$ cat src/rtl/fps_pkg.sv
// shared types and constants for the flash protocol sniffer
package fps_pkg;

    localparam logic [1:0] PROTO_NONE  = 2'd0;
    localparam logic [1:0] PROTO_PAGE  = 2'd1;
    localparam logic [1:0] PROTO_SLIP  = 2'd2;
    localparam logic [1:0] PROTO_CMD   = 2'd3;

    localparam logic [7:0] PG_LOAD_ADDR  = 8'h55;
    localparam logic [7:0] PG_PROG_PAGE  = 8'h64;
    localparam logic [7:0] SLIP_END      = 8'hC0;
    localparam logic [7:0] SL_ESCAPE     = 8'hDB;
    localparam logic [7:0] SL_ESC_END    = 8'hDC;
    localparam logic [7:0] SL_ESC_ESC    = 8'hDD;
    localparam logic [7:0] SLIP_CMD_BEGIN = 8'h02;
    localparam logic [7:0] SLIP_CMD_DATA  = 8'h03;
    localparam logic [7:0] SLIP_CMD_SYNC  = 8'h08;
    localparam logic [7:0] CM_SYNC       = 8'h7F;
    localparam logic [7:0] CM_WRITE      = 8'h31;
    localparam logic [7:0] CM_ERASE      = 8'h43;
    localparam logic [7:0] CM_EXT_ERASE  = 8'h44;
    localparam logic [7:0] CM_GO         = 8'h21;
    localparam logic [7:0] CM_READ_PROT  = 8'h11;
    localparam logic [7:0] CM_COMP_MASK  = 8'hFF;
    localparam logic [31:0] FLASH_BASE   = 32'h0800_0000;

    localparam logic [6:0] PCT_MAX = 7'd100;

    typedef struct packed {
        logic accept;
        logic div_start;
        logic load_out;
    } fps_cmd_t;

    typedef struct packed {
        logic div_busy;
    } fps_status_t;

endpackage

$ cat src/rtl/flash_protocol_sniffer.sv
// top level of the flash protocol sniffer
//
// channel   direction  ports
// s_        in         s_valid s_ready s_op s_data_byte
// m_        out        m_valid m_ready m_locked_protocol m_progress_percent
//
// the result is produced by the iterative percentage unit (3 scaling adds,
// 1 range check, 7 quotient bits); when the percentage is zero or capped
// early at the range check, the quotient bits are skipped
// items are taken one at a time, not before the last result is loaded; a waiting result
// does not stop the next item from being accepted and parsed, only its hand-off
// reset is synchronous and active low and clears all parser state but the slip header buffer
module flash_protocol_sniffer #(
    parameter int COUNT_WIDTH  = 32,
    parameter int HEADER_BYTES = 24
) (
    input  logic       aclk,
    input  logic       aresetn,
    input  logic       s_valid,
    output logic       s_ready,
    input  logic       s_op,
    input  logic [7:0] s_data_byte,
    output logic       m_valid,
    input  logic       m_ready,
    output logic [1:0] m_locked_protocol,
    output logic [6:0] m_progress_percent
);
    import fps_pkg::*;

    fps_cmd_t    cmd;
    fps_status_t status;

    fps_ctrl u_ctrl (
        .aclk    (aclk),
        .aresetn (aresetn),
        .s_valid (s_valid),
        .s_ready (s_ready),
        .m_valid (m_valid),
        .m_ready (m_ready),
        .cmd     (cmd),
        .status  (status)
    );

    fps_datapath #(
        .COUNT_WIDTH  (COUNT_WIDTH),
        .HEADER_BYTES (HEADER_BYTES)
    ) u_dp (
        .aclk      (aclk),
        .aresetn   (aresetn),
        .cmd       (cmd),
        .status    (status),
        .in_op     (s_op),
        .in_byte   (s_data_byte),
        .out_proto (m_locked_protocol),
        .out_pct   (m_progress_percent)
    );

endmodule

$ cat src/rtl/fps_div.sv
// iterative percentage unit: scales by 100, then restoring division with cap
module fps_div #(
    parameter int COUNT_WIDTH = 32
) (
    input  logic                    aclk,
    input  logic                    aresetn,
    input  logic                    start,
    input  logic                    zero,
    input  logic [COUNT_WIDTH+7:0]  w,
    input  logic [((COUNT_WIDTH+8 > 34) ? COUNT_WIDTH+8 : 34)-1:0] e,
    output logic                    busy,
    output logic [6:0]              quo
);
    import fps_pkg::*;

    localparam int WW = COUNT_WIDTH + 8;
    localparam int DW = (COUNT_WIDTH + 8 > 34) ? COUNT_WIDTH + 8 : 34;
    localparam int NW = COUNT_WIDTH + 15;
    localparam int XW = (NW > DW + 7) ? NW : DW + 7;

    localparam logic [3:0] STEP_MUL0  = 4'd0;
    localparam logic [3:0] STEP_MUL1  = 4'd1;
    localparam logic [3:0] STEP_MUL2  = 4'd2;
    localparam logic [3:0] STEP_CHECK = 4'd3;
    localparam logic [3:0] STEP_LAST  = 4'd10;

    logic          busy_reg, busy_next;
    logic [3:0]    step_reg, step_next;
    logic [XW-1:0] acc_reg, acc_next;
    logic [XW-1:0] dsh_reg, dsh_next;
    logic [WW-1:0] w_reg, w_next;
    logic [DW-1:0] d_reg, d_next;
    logic [6:0]    q_reg, q_next;
    logic          zero_reg, zero_next;

    logic [XW-1:0] wext, dext;
    logic [6:0]    q_shift;

    assign wext = {{(XW-WW){1'b0}}, w_reg};
    assign dext = {{(XW-DW){1'b0}}, d_reg};

    always_comb begin
        busy_next = busy_reg;
        step_next = step_reg;
        acc_next  = acc_reg;
        dsh_next  = dsh_reg;
        w_next    = w_reg;
        d_next    = d_reg;
        q_next    = q_reg;
        zero_next = zero_reg;
        q_shift   = {q_reg[5:0], 1'b0};
        if (start) begin
            busy_next = 1'b1;
            step_next = STEP_MUL0;
            acc_next  = '0;
            w_next    = w;
            d_next    = e;
            zero_next = zero;
            q_next    = '0;
        end else if (busy_reg) begin
            step_next = step_reg + 4'd1;
            case (step_reg)
                STEP_MUL0: acc_next = acc_reg + (wext << 6);
                STEP_MUL1: acc_next = acc_reg + (wext << 5);
                STEP_MUL2: acc_next = acc_reg + (wext << 2);
                STEP_CHECK: begin
                    if (zero_reg) begin
                        q_next    = '0;
                        busy_next = 1'b0;
                    end else if (acc_reg >= (dext << 7)) begin
                        q_next    = PCT_MAX;
                        busy_next = 1'b0;
                    end else begin
                        dsh_next = dext << 6;
                    end
                end
                default: begin
                    if (acc_reg >= dsh_reg) begin
                        acc_next = acc_reg - dsh_reg;
                        q_shift  = {q_reg[5:0], 1'b1};
                    end
                    dsh_next = dsh_reg >> 1;
                    q_next   = q_shift;
                    if (step_reg == STEP_LAST) begin
                        busy_next = 1'b0;
                        if (q_shift > PCT_MAX) begin
                            q_next = PCT_MAX;
                        end
                    end
                end
            endcase
        end
    end

    always_ff @(posedge aclk) begin
        if (!aresetn) begin
            busy_reg <= 1'b0;
            step_reg <= STEP_MUL0;
        end else begin
            busy_reg <= busy_next;
            step_reg <= step_next;
        end
        acc_reg  <= acc_next;
        dsh_reg  <= dsh_next;
        w_reg    <= w_next;
        d_reg    <= d_next;
        q_reg    <= q_next;
        zero_reg <= zero_next;
    end

    assign busy = busy_reg;
    assign quo  = q_reg;

endmodule

$ cat src/rtl/fps_datapath.sv
// parser state, protocol lock, progress operands and result register
module fps_datapath #(
    parameter int COUNT_WIDTH  = 32,
    parameter int HEADER_BYTES = 24
) (
    input  logic                 aclk,
    input  logic                 aresetn,
    input  fps_pkg::fps_cmd_t    cmd,
    output fps_pkg::fps_status_t status,
    input  logic                 in_op,
    input  logic [7:0]           in_byte,
    output logic [1:0]           out_proto,
    output logic [6:0]           out_pct
);
    import fps_pkg::*;

    localparam int WW = COUNT_WIDTH + 8;
    localparam int DW = (COUNT_WIDTH + 8 > 34) ? COUNT_WIDTH + 8 : 34;
    localparam int FW = $clog2(HEADER_BYTES + 1);
    localparam int IW = $clog2(HEADER_BYTES);

    localparam logic [2:0] PG_IDLE = 3'd0;
    localparam logic [2:0] PG_ALO  = 3'd1;
    localparam logic [2:0] PG_AHI  = 3'd2;
    localparam logic [2:0] PG_LHI  = 3'd3;
    localparam logic [2:0] PG_LLO  = 3'd4;
    localparam logic [2:0] PG_MODE = 3'd5;
    localparam logic [2:0] PG_SKIP = 3'd6;

    localparam logic [2:0] CM_IDLE  = 3'd0;
    localparam logic [2:0] CM_COMP  = 3'd1;
    localparam logic [2:0] CM_ADDR  = 3'd2;
    localparam logic [2:0] CM_COUNT = 3'd3;
    localparam logic [2:0] CM_DATA  = 3'd4;

    localparam logic [COUNT_WIDTH-1:0] CNT_FULL = '1;

    logic [1:0]             det_reg, det_next;
    logic [2:0]             pg_phase_reg, pg_phase_next;
    logic [7:0]             pg_held_reg, pg_held_next;
    logic [16:0]            pg_skip_reg, pg_skip_next;
    logic [COUNT_WIDTH-1:0] pg_count_reg, pg_count_next;
    logic [15:0]            pg_max_reg, pg_max_next;
    logic [7:0]             hdr_reg [HEADER_BYTES];
    logic                   hdr_we;
    logic [7:0]             hdr_wdata;
    logic [FW-1:0]          sl_fill_reg, sl_fill_next;
    logic                   sl_esc_reg, sl_esc_next;
    logic                   sl_in_reg, sl_in_next;
    logic [COUNT_WIDTH-1:0] sl_blocks_reg, sl_blocks_next;
    logic [31:0]            sl_total_reg, sl_total_next;
    logic [2:0]             cm_phase_reg, cm_phase_next;
    logic [7:0]             cm_code_reg, cm_code_next;
    logic [31:0]            cm_addr_reg, cm_addr_next;
    logic [2:0]             cm_abytes_reg, cm_abytes_next;
    logic [8:0]             cm_left_reg, cm_left_next;
    logic [31:0]            cm_rel_reg, cm_rel_next;
    logic [COUNT_WIDTH-1:0] cm_count_reg, cm_count_next;
    logic [1:0]             out_proto_reg;
    logic [6:0]             out_pct_reg;

    logic        pg_done, sl_lock, cm_lock;
    logic [1:0]  det_p, det_s;
    logic [15:0] pg_addr;
    logic [16:0] pg_skip_dec;
    logic [8:0]  cm_left_dec;
    logic [7:0]  sl_b;
    logic [31:0] cm_rel_new;

    always_comb begin
        det_next       = det_reg;
        pg_phase_next  = pg_phase_reg;
        pg_held_next   = pg_held_reg;
        pg_skip_next   = pg_skip_reg;
        pg_count_next  = pg_count_reg;
        pg_max_next    = pg_max_reg;
        sl_fill_next   = sl_fill_reg;
        sl_esc_next    = sl_esc_reg;
        sl_in_next     = sl_in_reg;
        sl_blocks_next = sl_blocks_reg;
        sl_total_next  = sl_total_reg;
        cm_phase_next  = cm_phase_reg;
        cm_code_next   = cm_code_reg;
        cm_addr_next   = cm_addr_reg;
        cm_abytes_next = cm_abytes_reg;
        cm_left_next   = cm_left_reg;
        cm_rel_next    = cm_rel_reg;
        cm_count_next  = cm_count_reg;
        hdr_we         = 1'b0;
        hdr_wdata      = in_byte;
        pg_done        = 1'b0;
        sl_lock        = 1'b0;
        cm_lock        = 1'b0;
        det_p          = det_reg;
        det_s          = det_reg;
        pg_addr        = {in_byte, pg_held_reg};
        pg_skip_dec    = (pg_skip_reg != 17'd0) ? pg_skip_reg - 17'd1 : 17'd0;
        cm_left_dec    = (cm_left_reg != 9'd0) ? cm_left_reg - 9'd1 : 9'd0;
        sl_b           = in_byte;
        cm_rel_new     = cm_addr_reg - FLASH_BASE;

        // page-program parser
        if (det_reg == PROTO_NONE || det_reg == PROTO_PAGE) begin
            case (pg_phase_reg)
                PG_IDLE: begin
                    if (in_byte == PG_LOAD_ADDR) begin
                        pg_phase_next = PG_ALO;
                    end else if (in_byte == PG_PROG_PAGE) begin
                        pg_phase_next = PG_LHI;
                    end
                end
                PG_ALO: begin
                    pg_held_next  = in_byte;
                    pg_phase_next = PG_AHI;
                end
                PG_AHI: begin
                    if (pg_addr > pg_max_reg) begin
                        pg_max_next = pg_addr;
                    end
                    pg_phase_next = PG_IDLE;
                    pg_done       = 1'b1;
                end
                PG_LHI: begin
                    pg_held_next  = in_byte;
                    pg_phase_next = PG_LLO;
                end
                PG_LLO: begin
                    pg_skip_next  = {1'b0, pg_held_reg, in_byte} + 17'd2;
                    pg_phase_next = PG_MODE;
                end
                PG_MODE: begin
                    pg_skip_next  = pg_skip_dec;
                    pg_phase_next = (pg_skip_dec != 17'd0) ? PG_SKIP : PG_IDLE;
                end
                PG_SKIP: begin
                    pg_skip_next = pg_skip_dec;
                    if (pg_skip_dec == 17'd0) begin
                        if (pg_count_reg != CNT_FULL) begin
                            pg_count_next = pg_count_reg + COUNT_WIDTH'(1);
                        end
                        pg_phase_next = PG_IDLE;
                        pg_done       = 1'b1;
                    end
                end
                default: pg_phase_next = PG_IDLE;
            endcase
            if (pg_done && det_reg == PROTO_NONE) begin
                det_p = PROTO_PAGE;
            end
        end
        det_s = det_p;

        // slip parser
        if (det_p == PROTO_NONE || det_p == PROTO_SLIP) begin
            if (in_byte == SLIP_END) begin
                if (sl_fill_reg >= FW'(8)) begin
                    if (hdr_reg[1] == 8'd0) begin
                        if (hdr_reg[2] == SLIP_CMD_BEGIN && sl_fill_reg >= FW'(24)) begin
                            sl_total_next = {hdr_reg[15], hdr_reg[14],
                                             hdr_reg[13], hdr_reg[12]};
                        end else if (hdr_reg[2] == SLIP_CMD_DATA) begin
                            if (sl_blocks_reg != CNT_FULL) begin
                                sl_blocks_next = sl_blocks_reg + COUNT_WIDTH'(1);
                            end
                        end
                    end
                    sl_lock = (hdr_reg[2] == SLIP_CMD_BEGIN) ||
                              (hdr_reg[2] == SLIP_CMD_DATA) ||
                              (hdr_reg[2] == SLIP_CMD_SYNC);
                end
                sl_fill_next = '0;
                sl_esc_next  = 1'b0;
                sl_in_next   = 1'b1;
            end else if (sl_in_reg) begin
                if (sl_esc_reg || in_byte != SL_ESCAPE) begin
                    if (sl_esc_reg) begin
                        if (in_byte == SL_ESC_END) begin
                            sl_b = SLIP_END;
                        end else if (in_byte == SL_ESC_ESC) begin
                            sl_b = SL_ESCAPE;
                        end
                    end
                    sl_esc_next = 1'b0;
                    if (sl_fill_reg < FW'(HEADER_BYTES)) begin
                        hdr_we       = 1'b1;
                        hdr_wdata    = sl_b;
                        sl_fill_next = sl_fill_reg + FW'(1);
                    end
                end else begin
                    sl_esc_next = 1'b1;
                end
            end
            if (sl_lock && det_p == PROTO_NONE) begin
                det_s = PROTO_SLIP;
            end
        end
        det_next = det_s;

        // complement-checked command parser
        if (det_s == PROTO_NONE || det_s == PROTO_CMD) begin
            case (cm_phase_reg)
                CM_IDLE: begin
                    if (in_byte == CM_SYNC) begin
                        cm_lock = 1'b1;
                    end else if (in_byte == CM_WRITE || in_byte == CM_ERASE ||
                                 in_byte == CM_EXT_ERASE || in_byte == CM_GO ||
                                 in_byte == CM_READ_PROT) begin
                        cm_code_next  = in_byte;
                        cm_phase_next = CM_COMP;
                    end
                end
                CM_COMP: begin
                    cm_phase_next = CM_IDLE;
                    if ((in_byte ^ cm_code_reg) == CM_COMP_MASK) begin
                        cm_lock = 1'b1;
                        if (cm_code_reg == CM_WRITE) begin
                            cm_addr_next   = '0;
                            cm_abytes_next = '0;
                            cm_phase_next  = CM_ADDR;
                        end
                    end
                end
                CM_ADDR: begin
                    if (cm_abytes_reg < 3'd4) begin
                        cm_addr_next   = {cm_addr_reg[23:0], in_byte};
                        cm_abytes_next = cm_abytes_reg + 3'd1;
                    end else begin
                        cm_phase_next = CM_COUNT;
                    end
                end
                CM_COUNT: begin
                    cm_left_next = {1'b0, in_byte} + 9'd2;
                    if (cm_addr_reg >= FLASH_BASE) begin
                        if (cm_rel_new > cm_rel_reg) begin
                            cm_rel_next = cm_rel_new;
                        end
                        if (cm_count_reg != CNT_FULL) begin
                            cm_count_next = cm_count_reg + COUNT_WIDTH'(1);
                        end
                    end
                    cm_phase_next = CM_DATA;
                end
                CM_DATA: begin
                    cm_left_next = cm_left_dec;
                    if (cm_left_dec == 9'd0) begin
                        cm_phase_next = CM_IDLE;
                    end
                end
                default: cm_phase_next = CM_IDLE;
            endcase
            if (cm_lock && det_s == PROTO_NONE) begin
                det_next = PROTO_CMD;
            end
        end

        if (in_op) begin
            det_next       = PROTO_NONE;
            pg_phase_next  = PG_IDLE;
            pg_held_next   = '0;
            pg_skip_next   = '0;
            pg_count_next  = '0;
            pg_max_next    = '0;
            sl_fill_next   = '0;
            sl_esc_next    = 1'b0;
            sl_in_next     = 1'b0;
            sl_blocks_next = '0;
            sl_total_next  = '0;
            cm_phase_next  = CM_IDLE;
            cm_code_next   = '0;
            cm_addr_next   = '0;
            cm_abytes_next = '0;
            cm_left_next   = '0;
            cm_rel_next    = '0;
            cm_count_next  = '0;
            hdr_we         = 1'b0;
        end
    end

    always_ff @(posedge aclk) begin
        if (!aresetn) begin
            det_reg       <= PROTO_NONE;
            pg_phase_reg  <= PG_IDLE;
            pg_held_reg   <= '0;
            pg_skip_reg   <= '0;
            pg_count_reg  <= '0;
            pg_max_reg    <= '0;
            sl_fill_reg   <= '0;
            sl_esc_reg    <= 1'b0;
            sl_in_reg     <= 1'b0;
            sl_blocks_reg <= '0;
            sl_total_reg  <= '0;
            cm_phase_reg  <= CM_IDLE;
            cm_code_reg   <= '0;
            cm_addr_reg   <= '0;
            cm_abytes_reg <= '0;
            cm_left_reg   <= '0;
            cm_rel_reg    <= '0;
            cm_count_reg  <= '0;
        end else if (cmd.accept) begin
            det_reg       <= det_next;
            pg_phase_reg  <= pg_phase_next;
            pg_held_reg   <= pg_held_next;
            pg_skip_reg   <= pg_skip_next;
            pg_count_reg  <= pg_count_next;
            pg_max_reg    <= pg_max_next;
            sl_fill_reg   <= sl_fill_next;
            sl_esc_reg    <= sl_esc_next;
            sl_in_reg     <= sl_in_next;
            sl_blocks_reg <= sl_blocks_next;
            sl_total_reg  <= sl_total_next;
            cm_phase_reg  <= cm_phase_next;
            cm_code_reg   <= cm_code_next;
            cm_addr_reg   <= cm_addr_next;
            cm_abytes_reg <= cm_abytes_next;
            cm_left_reg   <= cm_left_next;
            cm_rel_reg    <= cm_rel_next;
            cm_count_reg  <= cm_count_next;
        end
    end

    always_ff @(posedge aclk) begin
        if (cmd.accept && hdr_we) begin
            hdr_reg[sl_fill_reg[IW-1:0]] <= hdr_wdata;
        end
    end

    // progress operands for the locked protocol
    logic [WW-1:0] div_w;
    logic [DW-1:0] div_e, est;
    logic          div_zero;
    logic [6:0]    div_q;

    always_comb begin
        div_w    = '0;
        est      = '0;
        div_zero = 1'b1;
        case (det_reg)
            PROTO_PAGE: begin
                div_w    = {1'b0, pg_count_reg, 7'd0};
                est      = DW'({pg_max_reg, 1'b0}) + DW'(2);
                div_zero = (pg_count_reg == '0);
            end
            PROTO_SLIP: begin
                div_w    = WW'(sl_blocks_reg);
                est      = DW'(sl_total_reg);
                div_zero = (sl_total_reg == 32'd0);
            end
            PROTO_CMD: begin
                div_w    = {cm_count_reg, 8'd0};
                est      = DW'({1'b0, cm_rel_reg, 1'b0}) + DW'(512);
                div_zero = (cm_count_reg == '0) || (cm_rel_reg == 32'd0);
            end
            default: div_zero = 1'b1;
        endcase
        div_e = est;
        if (det_reg != PROTO_SLIP && DW'(div_w) > est) begin
            div_e = DW'(div_w);
        end
    end

    fps_div #(
        .COUNT_WIDTH(COUNT_WIDTH)
    ) u_div (
        .aclk    (aclk),
        .aresetn (aresetn),
        .start   (cmd.div_start),
        .zero    (div_zero),
        .w       (div_w),
        .e       (div_e),
        .busy    (status.div_busy),
        .quo     (div_q)
    );

    always_ff @(posedge aclk) begin
        if (cmd.load_out) begin
            out_proto_reg <= det_reg;
            out_pct_reg   <= div_q;
        end
    end

    assign out_proto = out_proto_reg;
    assign out_pct   = out_pct_reg;

endmodule

$ cat src/rtl/fps_ctrl.sv
// controller state machine: accept, progress divide, hand-off to output
module fps_ctrl (
    input  logic                 aclk,
    input  logic                 aresetn,
    input  logic                 s_valid,
    output logic                 s_ready,
    output logic                 m_valid,
    input  logic                 m_ready,
    output fps_pkg::fps_cmd_t    cmd,
    input  fps_pkg::fps_status_t status
);
    import fps_pkg::*;

    localparam logic [1:0] ST_IDLE  = 2'd0;
    localparam logic [1:0] ST_START = 2'd1;
    localparam logic [1:0] ST_WAIT  = 2'd2;
    localparam logic [1:0] ST_PUT   = 2'd3;

    logic [1:0] state_reg, state_next;
    logic       m_valid_reg, m_valid_next;

    always_comb begin
        state_next   = state_reg;
        m_valid_next = m_valid_reg;
        cmd          = '0;
        if (m_valid_reg && m_ready) begin
            m_valid_next = 1'b0;
        end
        case (state_reg)
            ST_IDLE: begin
                if (s_valid) begin
                    cmd.accept = 1'b1;
                    state_next = ST_START;
                end
            end
            ST_START: begin
                cmd.div_start = 1'b1;
                state_next    = ST_WAIT;
            end
            ST_WAIT: begin
                if (!status.div_busy) begin
                    state_next = ST_PUT;
                end
            end
            ST_PUT: begin
                if (!m_valid_reg || m_ready) begin
                    cmd.load_out = 1'b1;
                    m_valid_next = 1'b1;
                    state_next   = ST_IDLE;
                end
            end
            default: state_next = ST_IDLE;
        endcase
    end

    always_ff @(posedge aclk) begin
        if (!aresetn) begin
            state_reg   <= ST_IDLE;
            m_valid_reg <= 1'b0;
        end else begin
            state_reg   <= state_next;
            m_valid_reg <= m_valid_next;
        end
    end

    assign s_ready = (state_reg == ST_IDLE);
    assign m_valid = m_valid_reg;

endmodule
$ cat config.mk
export PLATFORM = sky130hd
export DESIGN_NAME = flash_protocol_sniffer
export DESIGN_NICKNAME = d
export VERILOG_FILES = /design/src/rtl/fps_pkg.sv /design/src/rtl/flash_protocol_sniffer.sv /design/src/rtl/fps_div.sv /design/src/rtl/fps_datapath.sv /design/src/rtl/fps_ctrl.sv
export SDC_FILE = /design/constraint.sdc
export NUM_CORES = 2
export LEC_CHECK = 0
export ABC_AREA = 1
export BUFFER_PORTS_ARGS = -buffer_cell sky130_fd_sc_hd__buf_4
export CAP_MARGIN = 20
export CORE_ASPECT_RATIO = 1.5
export CORE_MARGIN = 10
export CORE_UTILIZATION = 45
export DETAILED_ROUTE_END_ITERATION = 8
export GPL_TIMING_DRIVEN = 0
export HOLD_SLACK_MARGIN = 0.08
export SKIP_LAST_GASP = 1
export SLEW_MARGIN = 20
export SYNTH_ARGS = -nofsm -noshare
export SYNTH_HDL_FRONTEND = slang
export SYNTH_SLANG_ARGS = --single-unit
$ cat constraint.sdc
create_clock -name aclk -period 7.6 [get_ports aclk]
set_clock_uncertainty 0.1 [all_clocks]
set_input_delay 1.52 -clock aclk [delete_from_list [all_inputs] [get_ports aclk]]
set_output_delay 1.52 -clock aclk [all_outputs]
set_load 0.005 [all_outputs]
==> results.txt <==
outcome: finished, final reports clean
PortBufs: 23
Clock Latency Late Sink: 0.67 ns
Sw Ratio: 0.536
Vias: 46230
number of global-route vias before repair: 44329
PwrDens: 337 mW/mm2
met3 wire len: 15100 um
Iter 0 DRT Violations: 4546
Synth Flop Type: dfxtp_1
Static Leakage: 0.0184 uW
Final Hold Viols: 0
Post-synth EDFFs: 184
share of layout cells above drive strength 1: 0.0410
DP HPWL: 177000 um
synth warn: 0
die width: 268 um
Die ar.: 0.105 mm2
cts hold-fix bufs: 0
Synth Cell Area: 0.0416 mm2
CP most frequent cell: nor2_1
fin. max-slew vios: 0
Setup crit start kind: primary input
Post-synth ARST share: 0
nets: 6798
Residual DRC: 0
DP Area: 0.0434 mm2
RSZ-0062 raised after global routing: false
Tcrit/Tclk final: 0.767
Pint: 7100 uW
drt first pass iters: 7
footprint of the multi-input gates: 0.0255 mm2
Routed WL per cell: 28.3 um
H-tree level count: 2
fin area: 0.0454 mm2
CTS tree: built
CTS max path bufs: 3
Min-Delay Path Class: flop to flop
largest net degree at the start of global routing: 58
crit path time final: 5.83 ns
Unique masters post-synth: 61
Initial Util: 0.454
crit path kind: primary input to flop
Flop pwr share: 0.279
critical path endpoint category: flop
Area Overhead vs Synth: 8.93%
Num CTS Buffers: 55
Top Metal Used: met5
Worst-Margin Slew: 1.24 ns
Max-Cap Viols: 0
Placer Congestion: 1.12
leading area contributor after synthesis: dfxtp_1
die height: 393 um
global-route wire length before repair: 305000 um
Arrival @ worst endpoint: 6.28 ns
Max Freq: 172 MHz
CP cell instances: buf_4, clkbuf_1, nor2_1, inv_1, nor4_4, nand2_1, a311oi_1, o21ai_0, ha_1, a21oi_2, o21ai_1, a21oi_2, nand2_2, nor2_2, nand3_1, nor2_1, nand2_1, nor2_1, a21oi_1, o21a_1
CP max-delay cell: a21oi_2
drt total wl: 218000 um
Largest register FFs: 48
clock sinks: 514
P_sw: 8200 uW
post-synth top area share: 0.159
Syn Area/Cell: 6.53 um2
GRT Total Usage: 0.405
post_cts resized: 0
Max-slew headroom: 0.165
GR Overflow Total: 0
Gate Count Post-Synth: 6380
crit-path max cell delay: 0.43 ns
syn nets: 6712
worst-path fanout max: 10
post-synthesis sequential area ratio: 0.291
initial antenna violation count: 9
Crit path required time: 8.05 ns
Final setup viols: 0
final antenna-violating net count: 0
Clock Power Share: 0.189
synth top area cells: dfxtp_1 16%, edfxtp_1 13%, nand2_1 12%
Core Rows: 136
met1 WL: 67700 um
Comb pwr share: 0.532
core footprint: 0.0917 mm2
Reg clk slew, reported paths: 0.07 ns
worst vdd ir: 0.236 mV
FILL cells: 9738
synthesized flop and latch total: 514
final core occ: 0.495
met2 wire len: 104000 um
FF+latch area: 0.0121 mm2
IO Count: 24
CTS root buf: clkbuf_16
# Post-CTS Setup Buffers: 0
vias per inst: 6.01
[area by class of cell]
type,count,share of cell area
clock buffer,69,0.0326
buffer,188,0.0181
inverter,875,0.0724
timing repair buffer,29,0.00557
multi-input combinational,4803,0.562
tap,1173,0.0324
sequential,514,0.267
clock inverter,35,0.00924
antenna,6,0.000331
[Yosys cell counts (all sizes together), types with 46 or more instances]
cell type,instances
nand4,213
nor3,136
nand2,1350
o21ai,445
nand3,368
dfxtp,330
xor2,82
a21oi,584
inv,871
or2,46
a31oi,46
clkbuf,137
buf,51
nor4,83
ha,315
edfxtp,184
nor2,855
[through the flow]
step / instances / hold WS, ns / TNS (ns) / setup slack (ns) / total power (uW)
2_1_floorplan: 6380 / 0.309 / 0 / 1.21 / 8460
3_3_place_gp: 7576 / 0.334 / -76.73 / -1.67 / 12000
3_5_place_dp: 7582 / 0.340 / 0 / 1.18 / 12000
4_1_cts: 7686 / 0.363 / 0 / 1.86 / 14900
5_1_grt: 7687 / 0.379 / 0 / 1.52 / 15900
6_report: 7692 / 0.365 / 0 / 1.77 / 15300
[worst max-delay path: cells and delay by family]
kind / cells / cell delay [ns]
AND/OR/NAND/NOR: 9 / 1.99
adder cells (fa/ha/maj): 1 / 0.37
AO/OA/AOI/OAI: 7 / 1.78
buffers and inverters: 3 / 0.61
[cell usage in the layout (no fill, tap or decap), drive strengths merged, types with 17 or more instances in the layout]
master  count
o21ai     445
o221ai     27
nand4     213
or2        46
nor3      136
xor2       82
a21o       31
o22ai      17
ha        315
inv       879
a31oi      46
dfxtp     330
clkinv     23
o211ai     33
nand2    1350
clkbuf    206
xnor2      22
edfxtp    184
o21bai     38
nor2      855
buf        80
nor4       83
a21oi     584
a21boi     19
nand3     368
[power by group through the flow]
stage               Combinational, uW  Sequential (uW)  Clock, uW
global route                     8710             4190       2990
floorplan                        4920             3540          0
detailed placement               7780             4230          0
CTS                              7820             4170       2900
finish                           8130             4270       2890
global placement                 7720             4250          0
[logic make-up (layout without fill, tap and decap cells)]
group                    count (synthesis)  in the layout  synth area share
flip-flops                             514            514             0.291
adder cells (fa/ha/maj)                319            319            0.0966
AO/OA/AOI/OAI                         1300           1300             0.173
other                                    0              6                 0
AND/OR/NAND/NOR                       3080           3080             0.319
XOR/XNOR                               104            104            0.0219
buffers and inverters                 1063           1196            0.0984
[final timing paths]
check	startpoint	endpoint	slack (ns)	cells past startpoint
setup / recovery	s_data_byte[0]	u_dp.cm_count_reg[19]	1.77	20
hold / removal	u_dp.u_div.quo[6]	u_dp.out_pct[6]	0.36	0
setup reg to reg	u_dp.pg_skip_reg[0]	u_dp.cm_count_reg[19]	1.96	25
hold reg to reg	u_dp.u_div.quo[6]	u_dp.out_pct[6]	0.36	0
[layer usage]
metal  GRT usage  vias to the layer above
li1            -                    21667
met1       0.371                    21309
met2       0.697                     2258
met3      0.0797                      994
met4       0.475                        2
met5           0                        -
No activity file was read; power rests on OpenSTA's default activity.
